## src/hdl/cpe_pkg.sv

```systemverilog
// shared types and constants for the coprime enumerator
package cpe_pkg;

  localparam int unsigned MaxModulus = 64;
  localparam int unsigned ModW       = 7;
  localparam int unsigned ValW       = 6;

  localparam logic [ModW-1:0] ModMax    = ModW'(MaxModulus);
  localparam logic [ModW-1:0] CandFirst = ModW'(2);
  localparam logic [ModW-1:0] ModOne    = ModW'(1);
  localparam logic [ValW-1:0] ValOne    = ValW'(1);

  typedef struct packed {
    logic [ModW-1:0] modulus;
    logic            first_half;
  } cpe_req_t;

  typedef struct packed {
    logic [ValW-1:0] coprime_value;
    logic            last;
  } cpe_res_t;

  typedef struct packed {
    logic            start;
    logic [ModW-1:0] dividend;
    logic [ModW-1:0] divisor;
  } cpe_rem_req_t;

  typedef struct packed {
    logic            done;
    logic [ModW-1:0] remainder;
  } cpe_rem_rsp_t;

endpackage

```

## src/hdl/cpe_rem_unit.sv

```systemverilog
// shift-subtract remainder unit, one dividend bit per cycle
module cpe_rem_unit (
  input  logic                  clk_i,
  input  logic                  rst_ni,
  input  cpe_pkg::cpe_rem_req_t req_i,
  output cpe_pkg::cpe_rem_rsp_t rsp_o
);
  import cpe_pkg::*;

  localparam int unsigned CntW = $clog2(ModW);
  localparam logic [CntW-1:0] CntLast = CntW'(ModW - 1);

  logic            active_q, active_d;
  logic            done_q, done_d;
  logic [CntW-1:0] cnt_q, cnt_d;
  logic [ModW-1:0] rem_q, rem_d;
  logic [ModW-1:0] shift_q, shift_d;
  logic [ModW-1:0] div_q, div_d;
  logic [ModW:0]   trial;

  always_comb begin
    active_d = active_q;
    done_d   = 1'b0;
    cnt_d    = cnt_q;
    rem_d    = rem_q;
    shift_d  = shift_q;
    div_d    = div_q;
    trial    = {rem_q, shift_q[ModW-1]};
    if (req_i.start) begin
      active_d = 1'b1;
      cnt_d    = '0;
      rem_d    = '0;
      shift_d  = req_i.dividend;
      div_d    = req_i.divisor;
    end else if (active_q) begin
      if (trial >= {1'b0, div_q}) begin
        rem_d = ModW'(trial - {1'b0, div_q});
      end else begin
        rem_d = trial[ModW-1:0];
      end
      shift_d = {shift_q[ModW-2:0], 1'b0};
      cnt_d   = cnt_q + CntW'(1);
      if (cnt_q == CntLast) begin
        active_d = 1'b0;
        done_d   = 1'b1;
      end
    end
  end

  always_ff @(posedge clk_i or negedge rst_ni) begin
    if (!rst_ni) begin
      active_q <= 1'b0;
      done_q   <= 1'b0;
      cnt_q    <= '0;
    end else begin
      active_q <= active_d;
      done_q   <= done_d;
      cnt_q    <= cnt_d;
    end
  end

  always_ff @(posedge clk_i) begin
    rem_q   <= rem_d;
    shift_q <= shift_d;
    div_q   <= div_d;
  end

  assign rsp_o.done      = done_q;
  assign rsp_o.remainder = rem_q;

endmodule

```

## src/hdl/coprime_enumerator_core.sv

```systemverilog
// coprime enumerator top level: candidate sequencer around the remainder unit
//
//   channel   signals                      handshake
//   request   req_i (modulus, first_half)  taken when start && !busy
//   result    result_o (value, last)       one cycle per word on result_valid_o
//
// the first word (1) appears in the cycle after acceptance; each candidate passes
// the next and test states, and each Euclid remainder step in the shared
// remainder unit runs seven bit steps plus start and hand-back.
// busy stays high until the cycle that shows the last word.
// reset clears the sequencer and the result strobe; the receiver cannot stall.
module coprime_enumerator_core (
  input  logic              clk_i,
  input  logic              rst_ni,
  input  logic              start,
  input  cpe_pkg::cpe_req_t req_i,
  output logic              busy,
  output cpe_pkg::cpe_res_t result_o,
  output logic              result_valid_o
);
  import cpe_pkg::*;

  localparam logic [2:0] StIdle  = 3'd0;
  localparam logic [2:0] StNext  = 3'd1;
  localparam logic [2:0] StTest  = 3'd2;
  localparam logic [2:0] StWait  = 3'd3;
  localparam logic [2:0] StFinal = 3'd4;

  logic [2:0]      state_q, state_d;
  logic [ModW-1:0] mod_q, mod_d;
  logic [ModW-1:0] limit_q, limit_d;
  logic [ModW-1:0] cand_q, cand_d;
  logic [ModW-1:0] dvd_q, dvd_d;
  logic [ModW-1:0] dvs_q, dvs_d;
  cpe_res_t        res_q, res_d;
  logic            valid_q, valid_d;
  logic [ModW-1:0] mod_sat;
  logic [ModW-1:0] mod_dec;
  cpe_rem_req_t    rem_req;
  cpe_rem_rsp_t    rem_rsp;

  cpe_rem_unit u_rem (
    .clk_i (clk_i),
    .rst_ni(rst_ni),
    .req_i (rem_req),
    .rsp_o (rem_rsp)
  );

  assign mod_sat = (req_i.modulus > ModMax) ? ModMax : req_i.modulus;
  assign mod_dec = mod_q - ModOne;

  always_comb begin
    state_d          = state_q;
    mod_d            = mod_q;
    limit_d          = limit_q;
    cand_d           = cand_q;
    dvd_d            = dvd_q;
    dvs_d            = dvs_q;
    res_d            = res_q;
    valid_d          = 1'b0;
    rem_req.start    = 1'b0;
    rem_req.dividend = dvd_q;
    rem_req.divisor  = dvs_q;
    case (state_q)
      StIdle: begin
        if (start) begin
          mod_d = mod_sat;
          if (req_i.first_half) begin
            limit_d = (mod_sat >> 1) + ModOne;
          end else begin
            limit_d = (mod_sat >= ModOne) ? mod_sat - ModOne : '0;
          end
          cand_d              = CandFirst;
          res_d.coprime_value = ValOne;
          res_d.last          = 1'b0;
          valid_d             = 1'b1;
          state_d             = StNext;
        end
      end
      StNext: begin
        if (cand_q < limit_q) begin
          dvd_d   = mod_q;
          dvs_d   = cand_q;
          state_d = StTest;
        end else begin
          state_d = StFinal;
        end
      end
      StTest: begin
        if (dvs_q > ModOne) begin
          rem_req.start = 1'b1;
          state_d       = StWait;
        end else begin
          if (dvs_q == ModOne) begin
            res_d.coprime_value = cand_q[ValW-1:0];
            res_d.last          = 1'b0;
            valid_d             = 1'b1;
          end
          cand_d  = cand_q + ModOne;
          state_d = StNext;
        end
      end
      StWait: begin
        if (rem_rsp.done) begin
          dvd_d   = dvs_q;
          dvs_d   = rem_rsp.remainder;
          state_d = StTest;
        end
      end
      StFinal: begin
        res_d.coprime_value = mod_dec[ValW-1:0];
        res_d.last          = 1'b1;
        valid_d             = 1'b1;
        state_d             = StIdle;
      end
      default: begin
        state_d = StIdle;
      end
    endcase
  end

  always_ff @(posedge clk_i or negedge rst_ni) begin
    if (!rst_ni) begin
      state_q <= StIdle;
      valid_q <= 1'b0;
    end else begin
      state_q <= state_d;
      valid_q <= valid_d;
    end
  end

  always_ff @(posedge clk_i) begin
    mod_q   <= mod_d;
    limit_q <= limit_d;
    cand_q  <= cand_d;
    dvd_q   <= dvd_d;
    dvs_q   <= dvs_d;
    res_q   <= res_d;
  end

  assign busy           = (state_q != StIdle);
  assign result_o       = res_q;
  assign result_valid_o = valid_q;

endmodule

```

## config.mk

```make
export PLATFORM = sky130hd
export DESIGN_NAME = coprime_enumerator_core
export DESIGN_NICKNAME = d
export VERILOG_FILES = /design/src/hdl/cpe_pkg.sv /design/src/hdl/cpe_rem_unit.sv /design/src/hdl/coprime_enumerator_core.sv
export SDC_FILE = /design/constraint.sdc
export NUM_CORES = 1
export LEC_CHECK = 0
export ABC_CLOCK_PERIOD_IN_PS = 2200
export CORE_UTILIZATION = 57
export DETAILED_ROUTE_END_ITERATION = 10
export DONT_BUFFER_PORTS = 1
export PLACE_DENSITY_LB_ADDON = 0.2
export REMOVE_ABC_BUFFERS = 1
export SYNTH_ARGS = -nofsm -noshare
export SYNTH_HDL_FRONTEND = slang
export SYNTH_HIERARCHICAL = 1
export SYNTH_SLANG_ARGS = --single-unit
```

## constraint.sdc

```tcl
create_clock -name clk_i -period 2.2 [get_ports clk_i]
set_input_delay 0.11 -clock clk_i [delete_from_list [all_inputs] [get_ports clk_i]]
set_output_delay 0.11 -clock clk_i [all_outputs]
set_load 0.05 [all_outputs]
```

* Word level (Yosys, flattened, before mapping)
Cells that the tools add are included.
Storage, ports and cells: register bits after elaboration 72, logic and storage cells 85
Cells by class: add/sub/neg operators 6, eq/ne operators 11, magnitude comparators 5, reduce and logical (&&, ||, !) cells 11, muxes and demuxes 37
Operators by type and width (count):
- $mux 7 | 14
- $pmux 7 s2 | 3
- $pmux 7 s3 | 1
- $mux 3 | 5
- $pmux 3 s4 | 1
- $mux 1 | 11
- $ge 8x7->1 | 1
- $ne 2x2->1 const B | 4
- $add 6x1->7 const B | 1
- $add 7x1->7 const B | 1
- $eq 7x1->1 const B | 1
- $ge 7x1->1 const B | 1
- $gt 7x1->1 const B | 1
- $gt 7x7->1 const B | 1
- $lt 7x7->1 | 1
- $sub 7x1->7 const B | 1
- $sub 7x7->7 | 1
- $eq 3x2->1 const B | 2
- $eq 3x3->1 const B | 2
- $reduce_and 3->1 | 2
- $reduce_bool 2->1 | 3
- $reduce_bool 3->1 | 2
- $sub 6x1->6 const B | 1
- $reduce_and 2->1 | 2
- 7 further kinds | 7

* Longest topological paths before layout
Gate-level depths: netlist of run 1.
depth in word-level cells 5, gate-level depth with buffers 9, depth with buffers taken out 8

* Modules after synthesis
Netlist of run 1, hierarchy kept.
Modules (own cells, without submodules):
- coprime_enumerator_core | cells each 205, area each 2483.6 um^2, seq. area each 1361.3 um^2, times used 1
- cpe_rem_unit | cells each 144, area each 1508.9 um^2, seq. area each 685.7 um^2, times used 1

* Least setup slack after synthesis of run 1
Ideal clock, no wire load.
path kind register -> register, start point register cand_q[2], end point register dvd_q[0], enable pin, buffers on the path 0, path slack -0.170 ns, data required time 1.810 ns, clock period less this slack 2.370 ns, stages on the path, launching flop included 6, arrival time 1.980 ns, cell sequence edfxtp_1 ha_1 a21o_1 a31oi_1 o221ai_1 o22ai_1
On the way: longest elaborated chain between the ends 3
RTL lines:
- start: declaration | line coprime_enumerator_core.sv:32 | logic [ModW-1:0] cand_q, cand_d;
- start signal: assignment | line coprime_enumerator_core.sv:135 | cand_q <= cand_d;
- $lt 7x7->1 | line coprime_enumerator_core.sv:81 | if (cand_q < limit_q) begin
- $ne 2x2->1 (no source line)
- $reduce_and 3->1 (no source line)
- end signal: assignment | line coprime_enumerator_core.sv:136 | dvd_q <= dvd_d;
- end: declaration | line coprime_enumerator_core.sv:33 | logic [ModW-1:0] dvd_q, dvd_d;
No other way between the ends. A chain may end at the register's enable or synchronous reset.

* Worst setup path in the final report of run 1
start point register u_rem.shift_q[6], end point register u_rem.rem_q[1]
On the way: longest elaborated chain between the ends 2
RTL lines:
- start: declaration | line cpe_rem_unit.sv:17 | logic [ModW-1:0] shift_q, shift_d;
- start signal: assignment | line cpe_rem_unit.sv:64 | shift_q <= shift_d;
- $sub 7x7->7 or $ge 8x7->1 (tied branches) | line cpe_rem_unit.sv:37, cpe_rem_unit.sv:36
- $mux 7 * | line cpe_rem_unit.sv:36 | if (trial >= {1'b0, div_q}) begin
- end signal: assignment | line cpe_rem_unit.sv:63 | rem_q <= rem_d;
- end: declaration | line cpe_rem_unit.sv:16 | logic [ModW-1:0] rem_q, rem_d;
Mark *: on every way between the ends. The rest lies on a longest branch, timed or not.

==> results of run 1 <==
-- timing repair --
item | 4_1_cts | 5_1_grt
setup endpoints to repair | 0 | 6
gates resized for setup | 0 | 1
hold buffers | 3 | 0
hold endpoints to repair | 16 | 0
-- metal layers --
metal  GRT usage  vias to the layer above  wire [um]
met2       0.396                       32       3950
met5           0                        -          0
met4      0.0909                        0        151
met1       0.287                     1268       3320
met3      0.0558                       11        225
li1            -                     1282          -
-- metrics by stage --
step / area [um^2] / hold WS [ps] / total power, uW
4_1_cts: 4390 / 2.53 / 4490
5_1_grt: 4400 / 13.9 / 4740
2_1_floorplan: 3900 / -186 / 2870
3_5_place_dp: 4120 / -185 / 3220
6_report: 4400 / 15.3 / 4480
3_3_place_gp: 4120 / -185 / 3180
-- flip-flops by register name (all words and copies together) (netlist names) --
register,flops
cand_q,7
dvd_q,7
dvs_q,7
limit_q,7
mod_q,7
result_o,7
u_rem/div_q,7
u_rem/rem_q,7
u_rem/shift_q,7
state_q,3
u_rem/cnt_q,3
result_valid_o,1
u_rem/active_q,1
u_rem/done_q,1
-- cell usage in the layout (no fill, tap or decap), drive strengths merged, types with 6 or more instances in the layout --
cell type	instances
edfxtp	56
nor2	34
inv	27
nand2	25
ha	22
mux2	20
o21ai	16
xnor2	11
nand2b	11
clkbuf	11
buf	11
nand3	9
dfrtp	9
xor2	8
nor3b	8
dfxtp	7
a21oi	6
-- cells by family (layout without fill, tap and decap cells) --
family                     Yosys count  after routing  share of synthesized area
AOI/OAI and AO/OA                   60             60                      0.109
muxes                               22             22                     0.0614
xor gates and xnor gates            19             19                     0.0417
and+or+nand+nor                    112            112                      0.152
DFF                                 72             72                      0.513
buffers and inverters               41             57                     0.0492
adders and majority gates           23             23                     0.0740
-- how the worst max path moves through the flow --
stage	cells past startpoint	endpoint	slack (ps)
2_1_floorplan	6	u_rem/rem_q[2]	-370
3_3_place_gp	8	u_rem/rem_q[0]	120
3_5_place_dp	8	u_rem/rem_q[1]	60
4_1_cts	8	u_rem/rem_q[1]	40
5_1_grt	8	u_rem/rem_q[0]	50
6_report	8	u_rem/rem_q[1]	170
-- power by group through the flow --
stage / sequential, uW / clock, uW / combinational (uW)
3_5_place_dp: 1930 / 0 / 1290
2_1_floorplan: 1860 / 0 / 1010
5_1_grt: 1930 / 1340 / 1460
4_1_cts: 1900 / 1280 / 1310
6_report: 1900 / 1270 / 1310
3_3_place_gp: 1920 / 0 / 1260
-- cell usage after synthesis (all sizes together), types with 2 or more instances --
cell | instances | area [um^2]
or2b | 2 | 15.0
buf | 7 | 65.1
a21oi | 6 | 30.0
or3 | 2 | 17.5
o31ai | 2 | 15.0
mux2 | 20 | 225
ha | 22 | 275
a41oi | 4 | 35.0
nand4 | 2 | 12.5
nand2b | 11 | 71.3
nand2 | 25 | 93.8
a311o | 2 | 20.0
o221ai | 2 | 17.5
xor2 | 8 | 70.1
nand3b | 4 | 55.1
nor3 | 2 | 10.0
nor3b | 8 | 60.1
a31oi | 2 | 12.5
clkbuf | 7 | 30.0
nor2b | 3 | 18.8
and2 | 2 | 15.0
inv | 27 | 101
nor2 | 34 | 138
xnor2 | 11 | 96.3
o21ai | 16 | 80.1
or2 | 3 | 18.8
edfxtp | 56 | 1680
o22ai | 4 | 25.0
a21o | 4 | 30.0
nand3 | 9 | 45.0
o21bai | 2 | 15.0
a211oi | 4 | 40.0
a311oi | 4 | 41.3
mux2i | 2 | 20.0
dfrtp | 9 | 225
dfxtp | 7 | 140
and3 | 3 | 23.8
-- final cells by class --
type	count	area [um^2]	area share
Clock inverter	5	104	0.0236
Multi-Input combinational cell	236	1760	0.400
Inverter	27	101	0.0231
Sequential cell	72	2050	0.466
Tap cell	96	120	0.0273
Clock buffer	11	141	0.0322
Timing Repair Buffer	14	125	0.0285
==> impl_metrics.json, run 1 <==
{
  "yosysSeqAreaShare": 0.513,
  "cts_tree": "built",
  "holdCritPathClass": "input port to register",
  "worst_ir_drop_vdd_mv": 0.460,
  "crit_fanout": 9,
  "power_leakage_uw": 0.00171,
  "power_frac_seq": 0.425,
  "fillCellCount": 532,
  "worst_hold_path.num_cells": 2,
  "skew_ps": 8.30,
  "antennaDiodeCount": 0,
  "postRouteAntennaNets": 0,
  "fraction_of_layout_cells_with_a_size_suffix_above_1": 0.153,
  "cp.buffers_inverters": 2,
  "timing.final.max_slew_violations": 0,
  "critical_path_s_top_delay_family": "compound AO/OA/AOI/OAI gates",
  "hold_end": "mod_q[3]",
  "fin_tns_setup_ps": 0,
  "synthesis.yosys.warnings": 6,
  "status": "completed",
  "antenna_found_initial": 0,
  "global_route.overflow_total": 0,
  "detail_route.wirelength_um": 7640,
  "fp-row-count": 30,
  "finalWorstPathRequiredPeriod_ps": 2030,
  "hold_path.startpoint": "req_i[4]",
  "rsz0062_at_grt": "no",
  "clock_latency_ps": 350,
  "post-place-ws_ps": 57.6,
  "critical_path_arrival_ps": 2280,
  "max_freq_ghz": 0.492,
  "globalRouteTotalUtil": 0.232,
  "vias_per_cell": 5.62,
  "synth-edff-count": 56,
  "starting_drc_count_in_detailed_routing": 124,
  "routabilityCongestion": 0.795,
  "routedWlPerCell_um": 16.6,
  "core_mm2": 0.00679,
  "cts.reportedPaths.clkPinSlew_ps": 70,
  "worst_slew_pin_slew_ps": 674,
  "nets": 394,
  "drt_pass1_iterations": 4,
  "syn-instance-count": 349,
  "kind_of_launch_point_of_the_worst_setup_path": "register",
  "rrSetupSlack_ps": 170,
  "ys.flop_type": "sky130_fd_sc_hd__edfxtp_1",
  "first_global_vias": 2650,
  "grt_start_max_net_pins": 33,
  "power.internal_uw": 3130,
  "port_buffers": 0,
  "synth-seq-cells": 72,
  "finalCoreUtilization": 0.647,
  "start_util": 0.588,
  "syn_area_mm2": 0.00399,
  "finalSetupViolCount": 0,
  "cts_inserted_buffers": 9,
  "post_place_cells": 442,
  "wire_length_of_the_first_global_routing_pass_um": 12600,
  "chipHeight_um": 85.7,
  "syn_avg_cell_area_um2": 11.4,
  "switching_part_of_the_total_power": 0.302,
  "die-width_um": 85.7,
  "io-pin-count": 20,
  "cts_post_setup_buffers_inserted": 0,
  "critical_path.startpoint": "u_rem/shift_q[6]",
  "flow.area_growth_from_synthesis_pct": 10.1,
  "p_per_area_mw_per_mm2": 1020,
  "timing.reg2reg.worst_path_depth": 8,
  "async_reset_ff_frac": 0.125,
  "tritoncts_num_sinks": 72,
  "slew-limit-headroom": 0.551,
  "regToRegEndpoint": "u_rem/rem_q[1]",
  "die-area_mm2": 0.00734,
  "number_of_max_cap_violations": 0,
  "vias": 2593,
  "critPathCaptureType": "register",
  "final_hpwl_dp_um": 5710,
  "crit_slowest_cell": "sky130_fd_sc_hd__fa_1",
  "worst_case_setup_margin_in_the_final_layout_ps": 169,
  "clockRootBuffer": "sky130_fd_sc_hd__clkbuf_8",
  "timing.rr.start": "u_rem/shift_q[6]",
  "htree_num_levels": 3,
  "switchingPower_uw": 1350,
  "critical_path_class": "register to register",
  "detail_route.drc_violations": 0,
  "finalHoldViolations": 0,
  "max_stage_delay_ps": 410,
  "layout.cells.non_filler": 461,
  "combinationalPowerShare": 0.293,
  "period_share": 0.923,
  "crit_path_cell_trace": "inv_1, ha_1, inv_1, fa_1, a211oi_2, or3_4, a311oi_1, a311oi_1",
  "ctsLongestPathBuffers": 2,
  "synth.lib_cells_used.distinct": 64,
  "pwr-share-clk": 0.283,
  "cp.required_ps": 2450
}
(Power assumes the default switching activity.)
==> run 2, diff against run 1 <==
HOLD_SLACK_MARGIN = 0.03   (was not set)
==> run 2 against run 1 <==
  * Clock-buffer cell count unchanged
  * Sequential share of layout area decreased by 0.21 points
  * Global-route usage increased by 0.063 points
  * Sequential power about the same
  * Clock skew about the same
  * Flip-flop and latch count unchanged
  * First-iteration DRC count increased by 21%
  * Fmax increased by 0.24%
  * Cell area increased by 0.46%
  * Combinational power about the same
  * Critical endpoint unchanged
==> impl_metrics.json, run 2 (synthesized netlist as in run 1, its figures left out) <==
{
  "postRouteAntennaNets": 0,
  "critical_path_class": "register to register",
  "port_buffers": 0,
  "cts_post_setup_buffers_inserted": 0,
  "critPathCaptureType": "register",
  "power.internal_uw": 3130,
  "routabilityCongestion": 0.795,
  "p_per_area_mw_per_mm2": 1020,
  "clockRootBuffer": "sky130_fd_sc_hd__clkbuf_8",
  "global_route.overflow_total": 0,
  "crit_path_cell_trace": "inv_1, ha_1, inv_1, fa_1, a211oi_2, or3_4, a311oi_1, a311oi_1",
  "combinationalPowerShare": 0.293,
  "clock_latency_ps": 350,
  "detail_route.drc_violations": 0,
  "die-area_mm2": 0.00734,
  "status": "completed",
  "fraction_of_layout_cells_with_a_size_suffix_above_1": 0.153,
  "flow.area_growth_from_synthesis_pct": 10.6,
  "rsz0062_at_grt": "no",
  "grt_start_max_net_pins": 33,
  "crit_slowest_cell": "sky130_fd_sc_hd__fa_1",
  "vias_per_cell": 5.64,
  "worst_case_setup_margin_in_the_final_layout_ps": 174,
  "die-width_um": 85.7,
  "power_frac_seq": 0.424,
  "final_common_cell": "sky130_fd_sc_hd__edfxtp_1",
  "globalRouteTotalUtil": 0.233,
  "nets": 396,
  "worst_ir_drop_vdd_mv": 0.460,
  "max_freq_ghz": 0.494,
  "antenna_found_initial": 0,
  "switchingPower_uw": 1360,
  "io-pin-count": 20,
  "cts_tree": "built",
  "power_leakage_uw": 0.00172,
  "pwr-share-clk": 0.283,
  "finalWorstPathRequiredPeriod_ps": 2030,
  "switching_part_of_the_total_power": 0.302,
  "fp-row-count": 30,
  "timing.final.max_slew_violations": 0,
  "finalHoldViolations": 0,
  "post-place-ws_ps": 57.6,
  "cts.reportedPaths.clkPinSlew_ps": 70,
  "starting_drc_count_in_detailed_routing": 150,
  "finalSetupViolCount": 0,
  "skew_ps": 8.22,
  "kind_of_launch_point_of_the_worst_setup_path": "register",
  "number_of_max_cap_violations": 0,
  "cts_inserted_buffers": 9,
  "first_global_vias": 2659,
  "slew-limit-headroom": 0.545,
  "cp.required_ps": 2450,
  "period_share": 0.921,
  "tritoncts_num_sinks": 72,
  "design_power_total_uw": 4490,
  "layout.cells.most_common_list": "sky130_fd_sc_hd__edfxtp_1 (56), sky130_fd_sc_hd__nor2_1 (31), sky130_fd_sc_hd__inv_1 (25), sky130_fd_sc_hd__nand2_1 (25), sky130_fd_sc_hd__ha_1 (22)",
  "chipHeight_um": 85.7,
  "start_util": 0.588,
  "max_stage_delay_ps": 410,
  "core_mm2": 0.00679,
  "routedWlPerCell_um": 16.6,
  "crit_fanout": 9,
  "wire_length_of_the_first_global_routing_pass_um": 12600,
  "holdCritPathClass": "input port to register",
  "ctsLongestPathBuffers": 2,
  "antennaDiodeCount": 0,
  "vias": 2613,
  "post_place_cells": 442,
  "htree_num_levels": 3,
  "layout.cells.non_filler": 463,
  "final_hpwl_dp_um": 5710,
  "critical_path_arrival_ps": 2280,
  "detail_route.wirelength_um": 7690,
  "worst_slew_pin_slew_ps": 682,
  "drt_pass1_iterations": 4
}
## run 2: power by group through the flow
| stage | Clock, uW | Combinational, uW | Sequential (uW) |
|---|---|---|---|
| 2_1_floorplan | 0 | 1010 | 1860 |
| 3_3_place_gp | 0 | 1260 | 1920 |
| 6_report | 1270 | 1320 | 1900 |
| 5_1_grt | 1340 | 1470 | 1930 |
| 4_1_cts | 1280 | 1310 | 1900 |
| 3_5_place_dp | 0 | 1290 | 1930 |
## run 2: cell type report
type                    instances  area, um^2
multi-input cells             236        1760
inverters                      27         101
fillers                       531        2380
well taps                      96         120
flip-flops and latches         72        2050
clock inverters                 5         104
clock buffers                  11         141
repair buffers                 16         145
## run 2: metrics by stage
| stage | cell area [um^2] | setup TNS, ps | hold WS [ps] | util |
|---|---|---|---|---|
| 3_3_place_gp | 4120 | 0 | -185 | 0.606 |
| 5_1_grt | 4420 | 0 | 42.5 | 0.650 |
| 3_5_place_dp | 4120 | 0 | -185 | 0.606 |
| 6_report | 4420 | 0 | 37.8 | 0.650 |
| 2_1_floorplan | 3900 | -9040 | -186 | - |
| 4_1_cts | 4410 | 0 | 30.1 | 0.649 |
## run 2: worst paths after layout
path	slack [ps]	cells past startpoint	start	end
min in group asynchronous	130	1	rst_ni	u_rem/cnt_q[2]
max in group asynchronous	1760	1	rst_ni	state_q[1]
max	170	8	u_rem/shift_q[6]	u_rem/rem_q[1]
min	40	2	req_i[6]	limit_q[4]
min reg2reg	490	0	dvs_q[3]	u_rem/div_q[3]
max reg2reg	170	8	u_rem/shift_q[6]	u_rem/rem_q[1]
## run 2: critical path, delay by kind of cell, from the launching register on
family | cells | cell delay (ps)
AOI/OAI and AO/OA | 3 | 620
adders and majority gates | 2 | 570
DFF | 1 | 360
and+or+nand+nor | 1 | 220
buffers and inverters | 2 | 150
## run 2: layer usage
metal  up-vias  global-route usage  wire length (um)
met5         -                   0                 0
met4         0              0.0909               151
met3        11              0.0558               262
met2        46               0.398              3970
met1      1270               0.287              3310
li1       1286                   -                 -
## run 2: repair_timing
| action | in CTS | in global routing |
|---|---|---|
| endpoints found under the hold margin | 18 | 0 |
| resized for setup | 0 | 1 |
| hold buffers | 5 | 0 |
| endpoints found under the setup margin | 0 | 6 |
==> run 3, diff against run 2 <==
SYNTH_HIERARCHICAL = not set   (was 1)
==> run 3 against run 2 <==
  * Largest power group unchanged
  * Largest cell class unchanged
  * Clock power decreased by 12%
  * Register-to-register slack lost 130 ps
  * Critical path depth down 1
  * Synthesized area down 4.0%
  * The flow now finishes with violations (design-rule violations)
  * Critical endpoint is now dvs_q[1]
==> impl_metrics.json, run 3 <==
{
  "status": "finished with violations",
  "violations": "design-rule violations",
  "number_of_max_cap_violations": 0,
  "synthesis.yosys.warnings": 0,
  "rsz0062_at_grt": "no",
  "first_global_vias": 2520,
  "fp-row-count": 29,
  "ys.flop_type": "sky130_fd_sc_hd__edfxtp_1",
  "cts.reportedPaths.clkPinSlew_ps": 70,
  "die-width_um": 84.0,
  "vias_per_cell": 5.79,
  "power_leakage_uw": 0.00168,
  "start_util": 0.597,
  "post_synth_most_frequent_cells": "sky130_fd_sc_hd__edfxtp_1 (56), sky130_fd_sc_hd__nand2_1 (47), sky130_fd_sc_hd__nor2_1 (31)",
  "ctsLongestPathBuffers": 2,
  "fillCellCount": 482,
  "globalRouteTotalUtil": 0.232,
  "holdCritPathClass": "input port to register",
  "kind_of_launch_point_of_the_worst_setup_path": "register",
  "critical_path_arrival_ps": 2220,
  "vias": 2576,
  "cp.required_ps": 2260,
  "htree_num_levels": 3,
  "critPathCaptureType": "register",
  "skew_ps": 6.89,
  "multi_input_area_mm2": 0.00168,
  "timing.final.max_slew_violations": 0,
  "worst_ir_drop_vdd_mv": 0.453,
  "wire_length_of_the_first_global_routing_pass_um": 12300,
  "routabilityCongestion": 0.824,
  "port_buffers": 0,
  "final_common_cell": "sky130_fd_sc_hd__edfxtp_1",
  "synth-seq-cells": 72,
  "fraction_of_layout_cells_with_a_size_suffix_above_1": 0.152,
  "routedWlPerCell_um": 16.9,
  "antennaDiodeCount": 0,
  "synthTopCellsByArea": "sky130_fd_sc_hd__edfxtp_1 (44%), sky130_fd_sc_hd__ha_1 (7.2%), sky130_fd_sc_hd__dfrtp_1 (5.9%), sky130_fd_sc_hd__nand2_1 (4.6%), sky130_fd_sc_hd__mux2_2 (3.8%)",
  "global_route.overflow_total": 0,
  "yosysSeqAreaShare": 0.534,
  "drt_pass1_iterations": 8,
  "critical_path_class": "register to register",
  "chipHeight_um": 84.0,
  "fin_tns_setup_ps": 0,
  "slew-limit-headroom": 0.646,
  "clockRootBuffer": "sky130_fd_sc_hd__clkbuf_8",
  "worst_slew_pin_slew_ps": 531,
  "critical_path_s_top_delay_family": "compound AO/OA/AOI/OAI gates",
  "final_hpwl_dp_um": 5470,
  "clock_latency_ps": 350,
  "tritoncts_num_sinks": 72,
  "syn_area_mm2": 0.00383,
  "starting_drc_count_in_detailed_routing": 169,
  "finalSetupViolCount": 0,
  "post-synth-top-count-cell": "sky130_fd_sc_hd__edfxtp_1",
  "layout.cells.most_common_list": "sky130_fd_sc_hd__edfxtp_1 (56), sky130_fd_sc_hd__nand2_1 (47), sky130_fd_sc_hd__nor2_1 (30), sky130_fd_sc_hd__inv_1 (24), sky130_fd_sc_hd__ha_1 (21)",
  "crit_path_cell_trace": "ha_4, a21o_1, a21oi_2, nor2b_2, or4_4, o22ai_4, buf_6",
  "grt_start_max_net_pins": 22,
  "synth-edff-count": 56,
  "period_share": 0.979,
  "postRouteAntennaNets": 0,
  "cp.buffers_inverters": 1,
  "async_reset_ff_frac": 0.125,
  "finalWorstPathRequiredPeriod_ps": 2150,
  "rrSetupSlack_ps": 50,
  "nets": 397,
  "max_freq_ghz": 0.464,
  "io-pin-count": 20,
  "cts_inserted_buffers": 9,
  "core_mm2": 0.00642,
  "finalHoldViolations": 0,
  "syn_avg_cell_area_um2": 11.0,
  "cts_tree": "built",
  "flow.area_growth_from_synthesis_pct": 11.3,
  "detail_route.wirelength_um": 7510,
  "p_per_area_mw_per_mm2": 995,
  "die-area_mm2": 0.00706,
  "detail_route.drc_violations": 6,
  "crit_slowest_cell": "sky130_fd_sc_hd__edfxtp_1",
  "crit_fanout": 7,
  "synth_top_area_frac": 0.439,
  "netlist.top_cell.by_area": "sky130_fd_sc_hd__edfxtp_1",
  "max_stage_delay_ps": 440,
  "antenna_found_initial": 0,
  "syn-instance-count": 349,
  "hold_slack_ps": 40.2,
  "layout.area.seq_mm2": 0.00205,
  "synth.lib_cells_used.distinct": 49
}
## run 3: layout make-up
cell class                      count  area share
Multi-Input combinational cell    239       0.395
Inverter                           26      0.0235
Sequential cell                    72       0.480
Tap cell                           77      0.0226
Clock buffer                       10      0.0299
Clock inverter                      6      0.0197
Timing Repair Buffer               15      0.0299
## run 3: path summary, 6_finish.rpt
check / endpoint / from / depth (start not counted)
worst min register to register: u_rem.rem_q[4] / u_rem.rem_q[4] / 2
worst min-delay path: state_q[0] / start / 3
worst max register to register: dvs_q[1] / cand_q[4] / 7
min in group asynchronous: result_valid_o / rst_ni / 1
worst max-delay path: dvs_q[1] / cand_q[4] / 7
max in group asynchronous: state_q[1] / rst_ni / 1
## run 3: per-layer routing
| layer | part of all wire | track usage | vias to the layer above |
|---|---|---|---|
| met4 | 0.029 | 0.116 | 0 |
| met5 | 0 | 0 | - |
| met2 | 0.49 | 0.380 | 41 |
| met3 | 0.029 | 0.0475 | 20 |
| met1 | 0.45 | 0.294 | 1246 |
| li1 | - | - | 1269 |
## run 3: worst register-to-register path, delay by kind of cell (launching register included)
family	cells	cell delay, ps
compound gates	3	530
simple gates	2	490
buf+inv	1	170
fa+ha+maj	1	250
flops	1	440
## run 3: cell families after synthesis
kind of cell               share of synthesized area
muxes                                         0.0512
buffers and inverters                         0.0418
AOI/OAI and AO/OA                             0.0819
adders and majority gates                     0.0770
DFF                                            0.534
xor gates and xnor gates                      0.0457
and+or+nand+nor                                0.168
## run 3: repair_timing
item                                    4_1_cts  5_1_grt
resized for setup                             2       15
endpoints found under the setup margin       15       23
pin swaps                                     1        2
gates cloned                                  0        1
hold endpoints to repair                     18        0
buffers inserted                              0        0
hold buffers                                  3        0
## run 3: power breakdown
part	leakage [uW]	switching [uW]	internal, uW
Clock	0.000110	490	635
Sequential	0.000679	181	1720
Combinational	0.000894	678	544
## run 3: per-stage QoR
step	util	instance area, um^2	std cells	setup WS (ps)	power, uW
2_1_floorplan	-	3770	337	-432	2770
3_3_place_gp	0.615	3950	425	88.7	3010
3_5_place_dp	0.615	3950	425	10.9	3080
4_1_cts	0.654	4200	444	0.566	4210
5_1_grt	0.664	4270	445	1.96	4510
6_report	0.664	4270	445	45.1	4240
